===== src/rtl/core/c2nec_pkg.sv =====
package c2nec_pkg;

  localparam int unsigned CMD_DEPTH_DEF = 4;
  localparam int unsigned RES_DEPTH_DEF = 4;

  localparam int unsigned CFG_INDEX_W = 2;
  localparam int unsigned CFG_DATA_W  = 16;

  localparam logic [CFG_INDEX_W-1:0] REG_DEVICE_ADDRESS  = 2'd0;
  localparam logic [CFG_INDEX_W-1:0] REG_UNIT_TICKS      = 2'd1;
  localparam logic [CFG_INDEX_W-1:0] REG_ONE_SPACE_UNITS = 2'd2;

  localparam logic [7:0]  DEVICE_ADDRESS_RST  = 8'hAC;
  localparam logic [15:0] UNIT_TICKS_RST      = 16'd1;
  localparam logic [3:0]  ONE_SPACE_UNITS_RST = 4'd3;

  localparam logic [7:0] CHAR_DIGIT_LO = 8'h30;
  localparam logic [7:0] CHAR_DIGIT_HI = 8'h39;
  localparam logic [7:0] CHAR_P_LOWER  = 8'h70;
  localparam logic [7:0] CHAR_P_UPPER  = 8'h50;
  localparam logic [7:0] CHAR_PLUS     = 8'h2B;
  localparam logic [7:0] CHAR_MINUS    = 8'h2D;

  localparam logic [4:0] CMD_POWER    = 5'h1C;
  localparam logic [4:0] CMD_VOL_UP   = 5'h10;
  localparam logic [4:0] CMD_VOL_DOWN = 5'h11;

  localparam logic [4:0] LEADER_UNITS = 5'd16;
  localparam logic [4:0] GAP_UNITS    = 5'd8;

  typedef struct packed {
    logic       is_char;
    logic       mapped;
    logic [4:0] cmd;
  } cmd_t;

  typedef struct packed {
    logic line_level;
    logic busy_res;
    logic frame_started;
    logic dropped;
  } res_t;

  typedef struct packed {
    logic                   valid;
    logic [CFG_INDEX_W-1:0] index;
    logic [CFG_DATA_W-1:0]  data;
  } cfg_wr_t;

endpackage


===== src/rtl/core/c2nec_fifo.sv =====
module c2nec_fifo #(
  parameter int unsigned WIDTH = 8,
  parameter int unsigned DEPTH = 4
) (
  input  logic             clk,
  input  logic             rst_n,
  input  logic             push,
  input  logic [WIDTH-1:0] wdata,
  output logic             full,
  input  logic             pop,
  output logic [WIDTH-1:0] rdata,
  output logic             empty
);

  localparam int unsigned PTR_W = (DEPTH > 1) ? $clog2(DEPTH) : 1;
  localparam int unsigned CNT_W = $clog2(DEPTH + 1);
  localparam logic [PTR_W-1:0] LAST = PTR_W'(DEPTH - 1);
  localparam logic [CNT_W-1:0] FULL_CNT = CNT_W'(DEPTH);

  logic [WIDTH-1:0] mem_r [DEPTH];
  logic [PTR_W-1:0] wr_ptr_r, wr_ptr_nxt;
  logic [PTR_W-1:0] rd_ptr_r, rd_ptr_nxt;
  logic [CNT_W-1:0] count_r, count_nxt;
  logic             do_push, do_pop;

  assign full    = (count_r == FULL_CNT);
  assign empty   = (count_r == '0);
  assign do_push = push && !full;
  assign do_pop  = pop && !empty;
  assign rdata   = mem_r[rd_ptr_r];

  always_comb begin
    wr_ptr_nxt = wr_ptr_r;
    rd_ptr_nxt = rd_ptr_r;
    count_nxt  = count_r;
    if (do_push) begin
      wr_ptr_nxt = (wr_ptr_r == LAST) ? '0 : wr_ptr_r + PTR_W'(1);
    end
    if (do_pop) begin
      rd_ptr_nxt = (rd_ptr_r == LAST) ? '0 : rd_ptr_r + PTR_W'(1);
    end
    if (do_push && !do_pop) begin
      count_nxt = count_r + CNT_W'(1);
    end else if (do_pop && !do_push) begin
      count_nxt = count_r - CNT_W'(1);
    end
  end

  always_ff @(posedge clk) begin
    if (!rst_n) begin
      wr_ptr_r <= '0;
      rd_ptr_r <= '0;
      count_r  <= '0;
    end else begin
      wr_ptr_r <= wr_ptr_nxt;
      rd_ptr_r <= rd_ptr_nxt;
      count_r  <= count_nxt;
    end
  end

  always_ff @(posedge clk) begin
    if (do_push) begin
      mem_r[wr_ptr_r] <= wdata;
    end
  end

endmodule


===== src/rtl/core/c2nec_front.sv =====
module c2nec_front (
  input  logic              in_push,
  input  logic              in_action,
  input  logic [7:0]        in_character,
  output logic              q_push,
  output c2nec_pkg::cmd_t   q_entry
);

  assign q_push = in_push;

  always_comb begin
    q_entry.is_char = in_action;
    q_entry.mapped  = 1'b0;
    q_entry.cmd     = '0;
    if (in_action) begin
      case (in_character) inside
        [c2nec_pkg::CHAR_DIGIT_LO:c2nec_pkg::CHAR_DIGIT_HI]: begin
          q_entry.mapped = 1'b1;
          q_entry.cmd    = 5'(in_character - c2nec_pkg::CHAR_DIGIT_LO);
        end
        c2nec_pkg::CHAR_P_LOWER, c2nec_pkg::CHAR_P_UPPER: begin
          q_entry.mapped = 1'b1;
          q_entry.cmd    = c2nec_pkg::CMD_POWER;
        end
        c2nec_pkg::CHAR_PLUS: begin
          q_entry.mapped = 1'b1;
          q_entry.cmd    = c2nec_pkg::CMD_VOL_UP;
        end
        c2nec_pkg::CHAR_MINUS: begin
          q_entry.mapped = 1'b1;
          q_entry.cmd    = c2nec_pkg::CMD_VOL_DOWN;
        end
        default: begin
          q_entry.mapped = 1'b0;
        end
      endcase
    end
  end

endmodule


===== src/rtl/core/c2nec_back.sv =====
module c2nec_back (
  input  logic               clk,
  input  logic               rst_n,
  input  c2nec_pkg::cfg_wr_t cfg_wr,
  input  logic               cmd_empty,
  input  c2nec_pkg::cmd_t    cmd_entry,
  output logic               cmd_pop,
  input  logic               res_full,
  output logic               res_push,
  output c2nec_pkg::res_t    res
);

  typedef enum logic [5:0] {
    PH_IDLE   = 6'b000001,
    PH_LEADER = 6'b000010,
    PH_GAP    = 6'b000100,
    PH_MARK   = 6'b001000,
    PH_SPACE  = 6'b010000,
    PH_STOP   = 6'b100000
  } phase_t;

  phase_t      phase_r, phase_nxt;
  logic [5:0]  bit_pos_r, bit_pos_nxt;
  logic [31:0] frame_bits_r, frame_bits_nxt;
  logic [4:0]  units_left_r, units_left_nxt;
  logic [15:0] presc_r, presc_nxt;
  logic        line_r, line_nxt;

  logic [7:0]  dev_addr_r;
  logic [15:0] unit_ticks_r;
  logic [3:0]  one_space_r;

  logic        busy;
  logic [15:0] unit_len;
  logic [16:0] presc_inc;
  logic [4:0]  units_dec;
  logic [4:0]  space_one;
  logic [5:0]  bit_pos_inc;
  logic [7:0]  cmd8;

  assign busy        = (phase_r != PH_IDLE);
  assign unit_len    = (unit_ticks_r == '0) ? 16'd1 : unit_ticks_r;
  assign presc_inc   = {1'b0, presc_r} + 17'd1;
  assign units_dec   = (units_left_r != '0) ? units_left_r - 5'd1 : '0;
  assign space_one   = (one_space_r == '0) ? 5'd1 : {1'b0, one_space_r};
  assign bit_pos_inc = bit_pos_r + 6'd1;
  assign cmd8        = {3'b000, cmd_entry.cmd};

  always_comb begin
    phase_nxt      = phase_r;
    bit_pos_nxt    = bit_pos_r;
    frame_bits_nxt = frame_bits_r;
    units_left_nxt = units_left_r;
    presc_nxt      = presc_r;
    line_nxt       = line_r;
    cmd_pop        = 1'b0;
    res_push       = 1'b0;
    res            = '0;
    if (!cmd_empty && !res_full) begin
      cmd_pop  = 1'b1;
      res_push = 1'b1;
      if (!cmd_entry.is_char) begin
        if (!busy) begin
          phase_nxt = PH_IDLE;
          line_nxt  = 1'b1;
          presc_nxt = '0;
        end else if (presc_inc < {1'b0, unit_len}) begin
          presc_nxt = presc_inc[15:0];
        end else begin
          presc_nxt      = '0;
          units_left_nxt = units_dec;
          if (units_dec == '0) begin
            case (phase_r)
              PH_LEADER: begin
                phase_nxt      = PH_GAP;
                line_nxt       = 1'b1;
                units_left_nxt = c2nec_pkg::GAP_UNITS;
              end
              PH_GAP: begin
                phase_nxt      = PH_MARK;
                line_nxt       = 1'b0;
                units_left_nxt = 5'd1;
              end
              PH_MARK: begin
                phase_nxt      = PH_SPACE;
                line_nxt       = 1'b1;
                units_left_nxt = frame_bits_r[bit_pos_r[4:0]] ? space_one : 5'd1;
              end
              PH_SPACE: begin
                bit_pos_nxt    = bit_pos_inc;
                phase_nxt      = bit_pos_inc[5] ? PH_STOP : PH_MARK;
                line_nxt       = 1'b0;
                units_left_nxt = 5'd1;
              end
              default: begin
                phase_nxt      = PH_IDLE;
                line_nxt       = 1'b1;
                units_left_nxt = '0;
              end
            endcase
          end
        end
      end else if (cmd_entry.mapped) begin
        if (busy) begin
          res.dropped = 1'b1;
        end else begin
          frame_bits_nxt    = {~cmd8, cmd8, ~dev_addr_r, dev_addr_r};
          bit_pos_nxt       = '0;
          presc_nxt         = '0;
          phase_nxt         = PH_LEADER;
          units_left_nxt    = c2nec_pkg::LEADER_UNITS;
          line_nxt          = 1'b0;
          res.frame_started = 1'b1;
        end
      end
      res.line_level = line_nxt;
      res.busy_res   = (phase_nxt != PH_IDLE);
    end
  end

  always_ff @(posedge clk) begin
    if (!rst_n) begin
      phase_r      <= PH_IDLE;
      bit_pos_r    <= '0;
      frame_bits_r <= '0;
      units_left_r <= '0;
      presc_r      <= '0;
      line_r       <= 1'b1;
      dev_addr_r   <= c2nec_pkg::DEVICE_ADDRESS_RST;
      unit_ticks_r <= c2nec_pkg::UNIT_TICKS_RST;
      one_space_r  <= c2nec_pkg::ONE_SPACE_UNITS_RST;
    end else begin
      phase_r      <= phase_nxt;
      bit_pos_r    <= bit_pos_nxt;
      frame_bits_r <= frame_bits_nxt;
      units_left_r <= units_left_nxt;
      presc_r      <= presc_nxt;
      line_r       <= line_nxt;
      if (cfg_wr.valid) begin
        case (cfg_wr.index)
          c2nec_pkg::REG_DEVICE_ADDRESS:  dev_addr_r   <= cfg_wr.data[7:0];
          c2nec_pkg::REG_UNIT_TICKS:      unit_ticks_r <= cfg_wr.data;
          c2nec_pkg::REG_ONE_SPACE_UNITS: one_space_r  <= cfg_wr.data[3:0];
          default: begin
          end
        endcase
      end
    end
  end

endmodule


===== src/rtl/core/char_to_nec_ir_transmitter.sv =====
// NEC infrared transmitter fed by a stream of items: each item is one base
// tick (action 0) or one received character (action 1). Digits, p/P, + and -
// start a frame with the configured address when the line is idle and are
// flagged as dropped while a frame is going out; other characters are ignored.
// Every item returns exactly one result with the line level after it. The
// block takes one item per clock while the result queue has room; an item is
// registered in the command queue, and the frame sequencer works on the head
// of that queue and writes the result into the result queue in the same
// clock. The sequencer stalls only while the result queue is full. Both queues
// hold CMD_DEPTH and RES_DEPTH entries, and configuration writes are always
// ready.
module char_to_nec_ir_transmitter #(
  parameter int unsigned CMD_DEPTH = c2nec_pkg::CMD_DEPTH_DEF,
  parameter int unsigned RES_DEPTH = c2nec_pkg::RES_DEPTH_DEF
) (
  input  logic                              clk,
  input  logic                              rst_n,
  input  logic                              in_push,
  output logic                              in_full,
  input  logic                              in_action,
  input  logic [7:0]                        in_character,
  output logic                              out_empty,
  input  logic                              out_pop,
  output logic                              out_line_level,
  output logic                              out_busy_res,
  output logic                              out_frame_started,
  output logic                              out_dropped,
  input  logic                              cfg_valid,
  output logic                              cfg_ready,
  input  logic [c2nec_pkg::CFG_INDEX_W-1:0] cfg_index,
  input  logic [c2nec_pkg::CFG_DATA_W-1:0]  cfg_data
);

  localparam int unsigned CMD_W = $bits(c2nec_pkg::cmd_t);
  localparam int unsigned RES_W = $bits(c2nec_pkg::res_t);

  logic               q_push;
  c2nec_pkg::cmd_t    q_wentry;
  logic [CMD_W-1:0]   q_rdata;
  c2nec_pkg::cmd_t    q_rentry;
  logic               q_empty;
  logic               q_pop;
  logic               res_full;
  logic               res_push;
  c2nec_pkg::res_t    res_w;
  logic [RES_W-1:0]   res_rdata;
  c2nec_pkg::res_t    res_head;
  c2nec_pkg::cfg_wr_t cfg_wr;

  assign cfg_ready    = 1'b1;
  assign cfg_wr.valid = cfg_valid;
  assign cfg_wr.index = cfg_index;
  assign cfg_wr.data  = cfg_data;

  c2nec_front u_front (
    .in_push      (in_push),
    .in_action    (in_action),
    .in_character (in_character),
    .q_push       (q_push),
    .q_entry      (q_wentry)
  );

  c2nec_fifo #(
    .WIDTH (CMD_W),
    .DEPTH (CMD_DEPTH)
  ) u_cmd_q (
    .clk   (clk),
    .rst_n (rst_n),
    .push  (q_push),
    .wdata (q_wentry),
    .full  (in_full),
    .pop   (q_pop),
    .rdata (q_rdata),
    .empty (q_empty)
  );

  assign q_rentry = c2nec_pkg::cmd_t'(q_rdata);

  c2nec_back u_back (
    .clk       (clk),
    .rst_n     (rst_n),
    .cfg_wr    (cfg_wr),
    .cmd_empty (q_empty),
    .cmd_entry (q_rentry),
    .cmd_pop   (q_pop),
    .res_full  (res_full),
    .res_push  (res_push),
    .res       (res_w)
  );

  c2nec_fifo #(
    .WIDTH (RES_W),
    .DEPTH (RES_DEPTH)
  ) u_res_q (
    .clk   (clk),
    .rst_n (rst_n),
    .push  (res_push),
    .wdata (res_w),
    .full  (res_full),
    .pop   (out_pop),
    .rdata (res_rdata),
    .empty (out_empty)
  );

  assign res_head          = c2nec_pkg::res_t'(res_rdata);
  assign out_line_level    = res_head.line_level;
  assign out_busy_res      = res_head.busy_res;
  assign out_frame_started = res_head.frame_started;
  assign out_dropped       = res_head.dropped;

  a_start_xor_drop: assert property (@(posedge clk) disable iff (!rst_n)
    res_push |-> !(res_w.frame_started && res_w.dropped))
    else $error("frame start and drop flagged on one item");

  a_start_marks: assert property (@(posedge clk) disable iff (!rst_n)
    (res_push && res_w.frame_started) |-> (res_w.busy_res && !res_w.line_level))
    else $error("started frame not busy with line low");

  a_drop_busy: assert property (@(posedge clk) disable iff (!rst_n)
    (res_push && res_w.dropped) |-> res_w.busy_res)
    else $error("character dropped while idle");

  a_pop_pairs_push: assert property (@(posedge clk) disable iff (!rst_n)
    q_pop == res_push)
    else $error("command and result queues out of step");

endmodule

===== config.mk =====
export PLATFORM = sky130hd
export DESIGN_NAME = char_to_nec_ir_transmitter
export DESIGN_NICKNAME = d
export VERILOG_FILES = /design/src/rtl/core/c2nec_pkg.sv /design/src/rtl/core/c2nec_fifo.sv /design/src/rtl/core/c2nec_front.sv /design/src/rtl/core/c2nec_back.sv /design/src/rtl/core/char_to_nec_ir_transmitter.sv
export SDC_FILE = /design/constraint.sdc
export NUM_CORES = 1
export LEC_CHECK = 0
export BUFFER_PORTS_ARGS = -buffer_cell sky130_fd_sc_hd__buf_2
export CAP_MARGIN = 20
export CORE_UTILIZATION = 25
export CTS_BUF_LIST = sky130_fd_sc_hd__clkbuf_4 sky130_fd_sc_hd__clkbuf_8
export CTS_CLUSTER_SIZE = 8
export DETAILED_ROUTE_END_ITERATION = 6
export GPL_ROUTABILITY_DRIVEN = 1
export PLACE_DENSITY = 0.42
export SETUP_SLACK_MARGIN = 0.3
export SLEW_MARGIN = 20
export SYNTH_ARGS = -nofsm -noshare
export SYNTH_HDL_FRONTEND = slang
export SYNTH_SLANG_ARGS = --single-unit

===== constraint.sdc =====
create_clock -name clk -period 4.8 [get_ports clk]
set_input_delay 0.24 -clock clk [delete_from_list [all_inputs] [get_ports clk]]
set_output_delay 0.24 -clock clk [all_outputs]
set_load 0.01 [all_outputs]

# Word-level counts from Yosys, hierarchy flattened

Memories as Yosys holds them, arrays and structs flattened. A register that Yosys moved wholly into a read port is not among the register bits.
Cells that the tools add are included.

Flip-flop bits (word level): 105
Input bits: 32
Bits in writable memories: 44
Memories: 2
Output and inout port bits: 7
Logic and storage cells: 168

Memory list:

| name          | words | bits a word | rd ports | clocked after Yosys merged registers in | write ports | line             | RTL |
|---|---|---|---|---|---|---|---|
| u_cmd_q.mem_r | 4     | 7           | 1        | 1                                       | 1           | c2nec_fifo.sv:20 | `logic [WIDTH-1:0] mem_r [DEPTH];` |
| u_res_q.mem_r | 4     | 4           | 1        | 1                                       | 1           | c2nec_fifo.sv:20 |  |

Muxes and demuxes: 72
Reductions and logical operators: 39
Bitwise operators: 3
$lt $le $gt $ge: 4
Equal/unequal tests: 21
Add/subtract/negate cells: 12

Operators with widths:

| kind                  | number |
|---|---|
| $mux 16               | 6 |
| $mux 6                | 16 |
| $mux 5                | 12 |
| $pmux 6 s4            | 1 |
| $mux 2                | 10 |
| $mux 1                | 19 |
| $add 16x1->17 const B | 1 |
| $lt 17x16->1          | 1 |
| $eq 8x6->1 const B    | 2 |
| $eq 8x7->1 const B    | 2 |
| $logic_not 16->1      | 1 |
| $pmux 5 s3            | 1 |
| $mux 3                | 4 |
| $ne 6x1->1 const B    | 2 |
| $eq 2x2->1 const B    | 5 |
| $logic_and 1x1->1     | 10 |
| $reduce_bool 2->1     | 5 |
| $add 2x1->2 const B   | 4 |
| $ge 8x6->1 const B    | 1 |
| $le 8x6->1 const B    | 1 |
| $logic_not 1->1       | 8 |
| $mux 4                | 2 |
| $not 5->8             | 1 |
| $not 8->8             | 1 |
| 27 further kinds      | 35 |

# Depth between registers and ports, before layout

Depth after elaboration: 10
Depth in mapped cells: 14
Gate-level depth less buffers: 13

# By module

From an unflattened synthesis, not the netlist that was laid out.

Cells, all modules: 756
Area total of the unflattened synthesis: 7355.8 um2

Modules (own cells, without submodules):

| module                     | area an instance (um2) | cells an instance | instances | seq. area each (um2) |
|---|---|---|---|---|
| c2nec_back                 | 4584.4                 | 571               | 1         | 1781.7 |
| c2nec_fifo at u_cmd_q      | 1492.7                 | 88                | 1         | 1021.0 |
| c2nec_fifo at u_res_q      | 1051.0                 | 71                | 1         | 660.6 |
| c2nec_front                | 216.5                  | 24                | 1         | 0.0 |
| char_to_nec_ir_transmitter | 11.3                   | 2                 | 1         | 0.0 |

# Worst setup path before layout

No wires, ideal clock.

Kind: reg2reg
From: reg u_back.presc_r[0]
To: reg u_back.presc_r[8]
Path buffers: 1
Required time: 4.735 ns
Period minus slack after synthesis: 3.222 ns
Setup slack: 1.578 ns
Data arrival time: 3.157 ns
Stages on the path, launching flop included: 15
Setup time: 0.065 ns
Path through: dfxtp_1 > ha_1 > nand3_1 > nor2_1 > nand4_1 > xnor2_1 > ha_1 > and2_0 > a221o_1 > a211oi_1 > o211ai_2 > nor3_2 > buf_2 > a22oi_1 > nor2_1

Longest elaborated chain between the ends: 5

RTL lines:

| item                   | line              | RTL |
|---|---|---|
| from (decl)            | c2nec_back.sv:26  | `logic [15:0] presc_r, presc_nxt;` |
| from (signal assigned) | c2nec_back.sv:137 | `presc_r <= presc_nxt;` |
| $add 16x1->17 *        | c2nec_back.sv:43  | `assign presc_inc = {1'b0, presc_r} + 17'd1;` |
| $lt 17x16->1           | c2nec_back.sv:67  | `end else if (presc_inc < {1'b0, unit_len}) begin` |
| $mux 16 *              | c2nec_back.sv:67  |  |
| $mux 16 *              | c2nec_back.sv:63  | `if (!busy) begin` |
| $mux 16 *              | c2nec_back.sv:62  | `if (!cmd_entry.is_char) begin` |

Mark *: on every way between the ends. The rest lies on a longest branch, timed or not.
A chain may end at the register's enable or synchronous reset.

# Worst setup path in the final report

From: reg u_back.presc_r[0]
To: reg u_back.bit_pos_r[3]

Longest elaborated chain between the ends: 4

RTL lines:

| item                              | line              | RTL |
|---|---|---|
| $add 16x1->17                     | c2nec_back.sv:43  |  |
| $lt 17x16->1                      | c2nec_back.sv:67  |  |
| $ne 2x1->1 (no source line)       | -                 |  |
| $reduce_and 7->1 (no source line) | -                 |  |
| to (signal assigned)              | c2nec_back.sv:134 | `bit_pos_r <= bit_pos_nxt;` |
| to (decl)                         | c2nec_back.sv:23  | `logic [5:0] bit_pos_r, bit_pos_nxt;` |

Every way passes these cells.

==> impl_metrics.env <==
export IMPL_synthAdderAreaFrac_pct=5.88
export IMPL_dr_total_vias=5112
export IMPL_drtAntennaViolNets=0
export IMPL_antenna_cells=0
export IMPL_start_util_pct=25.4
export IMPL_yosysTopAreaCell="dfxtp_1"
export IMPL_setup_slack_ns=0.901
export IMPL_final_cell_mix="dfxtp_1 (107), nand2_1 (103), a21oi_1 (61)"
export IMPL_grtUsageTotal_pct=12.0
export IMPL_synth_compound_area_share_pct=11.3
export IMPL_initialDrtViolationCount=216
export IMPL_drive_above_1_share_pct=13.5
export IMPL_start_kind="register"
export IMPL_synth_top_family_by_area="simple AND/OR/NAND/NOR gates"
export IMPL_synthCells=716
export IMPL_r2r_end="u_back.bit_pos_r[3]"
export IMPL_period_share_pct=81.2
export IMPL_reg2reg_depth=13
export IMPL_crit_start="u_back.presc_r[0]"
export IMPL_tightestPinTransition_ns=0.998
export IMPL_synth_edff_count=44
export IMPL_cts_buffer_depth=2
export IMPL_hold_viol=0
export IMPL_cts_htree_levels=4
export IMPL_ios=39
export IMPL_grt_overflow=0
export IMPL_drc=0
export IMPL_cellLeakagePower_nw=2.98
export IMPL_design_area_sq_um=8060
export IMPL_post_cts_setup_buffers=0
export IMPL_clk_pin_slew_worst_paths_ns=0.09
export IMPL_reg2reg_from="u_back.presc_r[0]"
export IMPL_rows=61
export IMPL_clkLatencyLatePin_ns=0.46
export IMPL_min_path_cells=3
export IMPL_worstPathRequired_ns=5.19
export IMPL_grt_max_degree=56
export IMPL_dpl_cell_area_sq_um=7620
export IMPL_finalPower_mw=4.04
export IMPL_fill_cells=2996
export IMPL_avgSynthCellArea_sq_um=9.86
export IMPL_antenna_found_initial=0
export IMPL_yosys_area_share_simple_pct=18.2
export IMPL_use_met2_pct=20.2
export IMPL_min_delay_start="cfg_data[5]"
export IMPL_cts_tree="yes"
export IMPL_viasPerCell=4.48
export IMPL_grt_most_used_layer="met2"
export IMPL_min_period_ns=3.90
export IMPL_met1_usage_pct=15.2
export IMPL_ys_seq_elements=151
export IMPL_synth_warnings=0
export IMPL_area_growth_pct=14.2
export IMPL_syn_area_sq_um=7060
export IMPL_die_w_um=170
export IMPL_cp_arrival_ns=4.29
export IMPL_nets=813
export IMPL_cp_end_kind="register"
export IMPL_status="finished, final reports clean"
export IMPL_wire_per_inst_um=14.5
export IMPL_setup_viol=0
export IMPL_synthMuxAreaShare_pct=8.84
export IMPL_ys_types=61
export IMPL_relSlewSlack_pct=33.3
export IMPL_core_area_sq_um=27800
export IMPL_synthArstFlopShare_pct=0
export IMPL_yosysSeqAreaShare_pct=49.0
export IMPL_hold_ws_ns=0.0247
export IMPL_yosys_top_cells_area="dfxtp_1 (30%), edfxtp_1 (19%), nand2_1 (5.5%)"
export IMPL_worstPathMaxFanout=11
export IMPL_drt_pass1_iterations=6
export IMPL_grt_pass1_vias=5094
export IMPL_powerDensity_nw_per_um2=501
export IMPL_drt_total_wl_um=16500
export IMPL_cts_root_buf="clkbuf_8"
export IMPL_fmax_mhz=256
export IMPL_cts_sinks=151
export IMPL_place_hpwl_um=11300
export IMPL_final_max_slew_viol_count=0
export IMPL_rsz0062_at_grt="false"
export IMPL_die_area_sq_um=28900
export IMPL_drv_cap=0
export IMPL_io_buffers=37
export IMPL_holdPathEnd="u_back.dev_addr_r[5]"
export IMPL_final_cells=1140
export IMPL_grt_pass1_wl_um=26900
export IMPL_cts_buffers=17
export IMPL_grt_util_met3_pct=2.56
export IMPL_vdd_drop_max_v=0.000195
export IMPL_final_setup_tns_ns=0
export IMPL_yosys_most_used_dff="dfxtp_1"
export IMPL_regToRegSetupSlack_ns=0.90
export IMPL_syn_nets=780
export IMPL_cts_resized=0
export IMPL_yosys_area_share_xor_xnor_pct=2.60
export IMPL_crit_type="reg2reg"
export IMPL_synth_top_cell_area_share_pct=30.3
export IMPL_skew_ns=0.0105
export IMPL_fin_util_pct=29.0
export IMPL_min_path_type="in2reg"
export IMPL_layout_cells_most_common="dfxtp_1"
export IMPL_post_place_cells=1101
export IMPL_die_height_um=170
export IMPL_place_ws_ns=0.899
export IMPL_gp_congestion=0.770
[final cells by class]
class	instances	area (sq um)	area share [%]
Timing Repair Buffer	50	300	3.72
Multi-Input combinational cell	493	3320	41.1
Sequential cell	151	3460	42.9
Clock inverter	15	143	1.77
Inverter	36	135	1.68
Tap cell	378	473	5.87
Clock buffer	17	234	2.90
[cells in the mapped netlist, drive strengths merged, types with 13 or more instances]
cell type  instances
nand3             16
nand2            103
inv               35
nor3              13
ha                30
dfxtp            107
edfxtp            44
mux4              17
a22oi             14
or3               13
a21oi             62
mux2i             23
o21ai             21
clkbuf            24
nor2              58
[worst max-delay path by stage]
stage                                      to  cells past startpoint
final                     u_back.bit_pos_r[3]                     13
after global routing      u_back.bit_pos_r[3]                     13
after CTS                 u_back.bit_pos_r[3]                     13
after detailed placement  u_back.bit_pos_r[3]                     13
after global placement    u_back.bit_pos_r[3]                     13
after floorplan             u_back.presc_r[8]                     14
[state kept, by name, summed over array words and instances (netlist names), named ones only]
name / count
u_res_q.mem_r: 16
u_back.units_left_r: 5
u_back.frame_bits_r: 27
u_cmd_q.wr_ptr_r: 2
u_back.line_r: 1
u_back.bit_pos_r: 6
u_back.one_space_r: 4
u_res_q.rd_ptr_r: 2
u_res_q.count_r: 3
u_res_q.wr_ptr_r: 2
u_back.phase_r: 6
u_back.presc_r: 16
u_cmd_q.mem_r: 28
u_back.unit_ticks_r: 16
u_cmd_q.count_r: 3
u_cmd_q.rd_ptr_r: 2
u_back.dev_addr_r: 8
[routing by layer]
metal	vias up	part of all wire, %
li1	2609	-
met1	2436	49
met2	58	48
met3	9	2.4
met4	0	1.1
met5	-	0
[cell families after synthesis]
group,Yosys count
flip-flops,151
adder cells (fa/ha/maj),32
buffers and inverters,72
other,1
XOR/XNOR,21
AO/OA/AOI/OAI,128
multiplexers,41
AND/OR/NAND/NOR,270
[critical path, stage by stage (launching register included)]
cell and delay [ns]:
dfxtp_1 0.43, and3_1 0.22, and3_1 0.26, nand3_1 0.24, nor2_1 0.20, xor2_1 0.11, ha_1 0.31, nand3_1 0.12
nor3_1 0.26, nand4_1 0.14, o211ai_2 0.36, a41oi_1 0.44, or4_1 0.59, a21oi_1 0.14
[report_power, final]
part	leakage [nW]	switching, mW	total, mW	internal [mW]
clock network	0.186	0.543	0.966	0.423
logic	1.51	0.822	1.35	0.529
registers	1.29	0.169	1.73	1.56
total	2.98	1.53	4.04	2.51
[what timing repair did]
| action | CTS | global route |
|---|---|---|
| hold buffers | 7 | 0 |
| endpoints found under the setup margin | 0 | 0 |
| endpoints found under the hold margin | 7 | 0 |
Note: power is estimated with default switching activity, not from simulation.
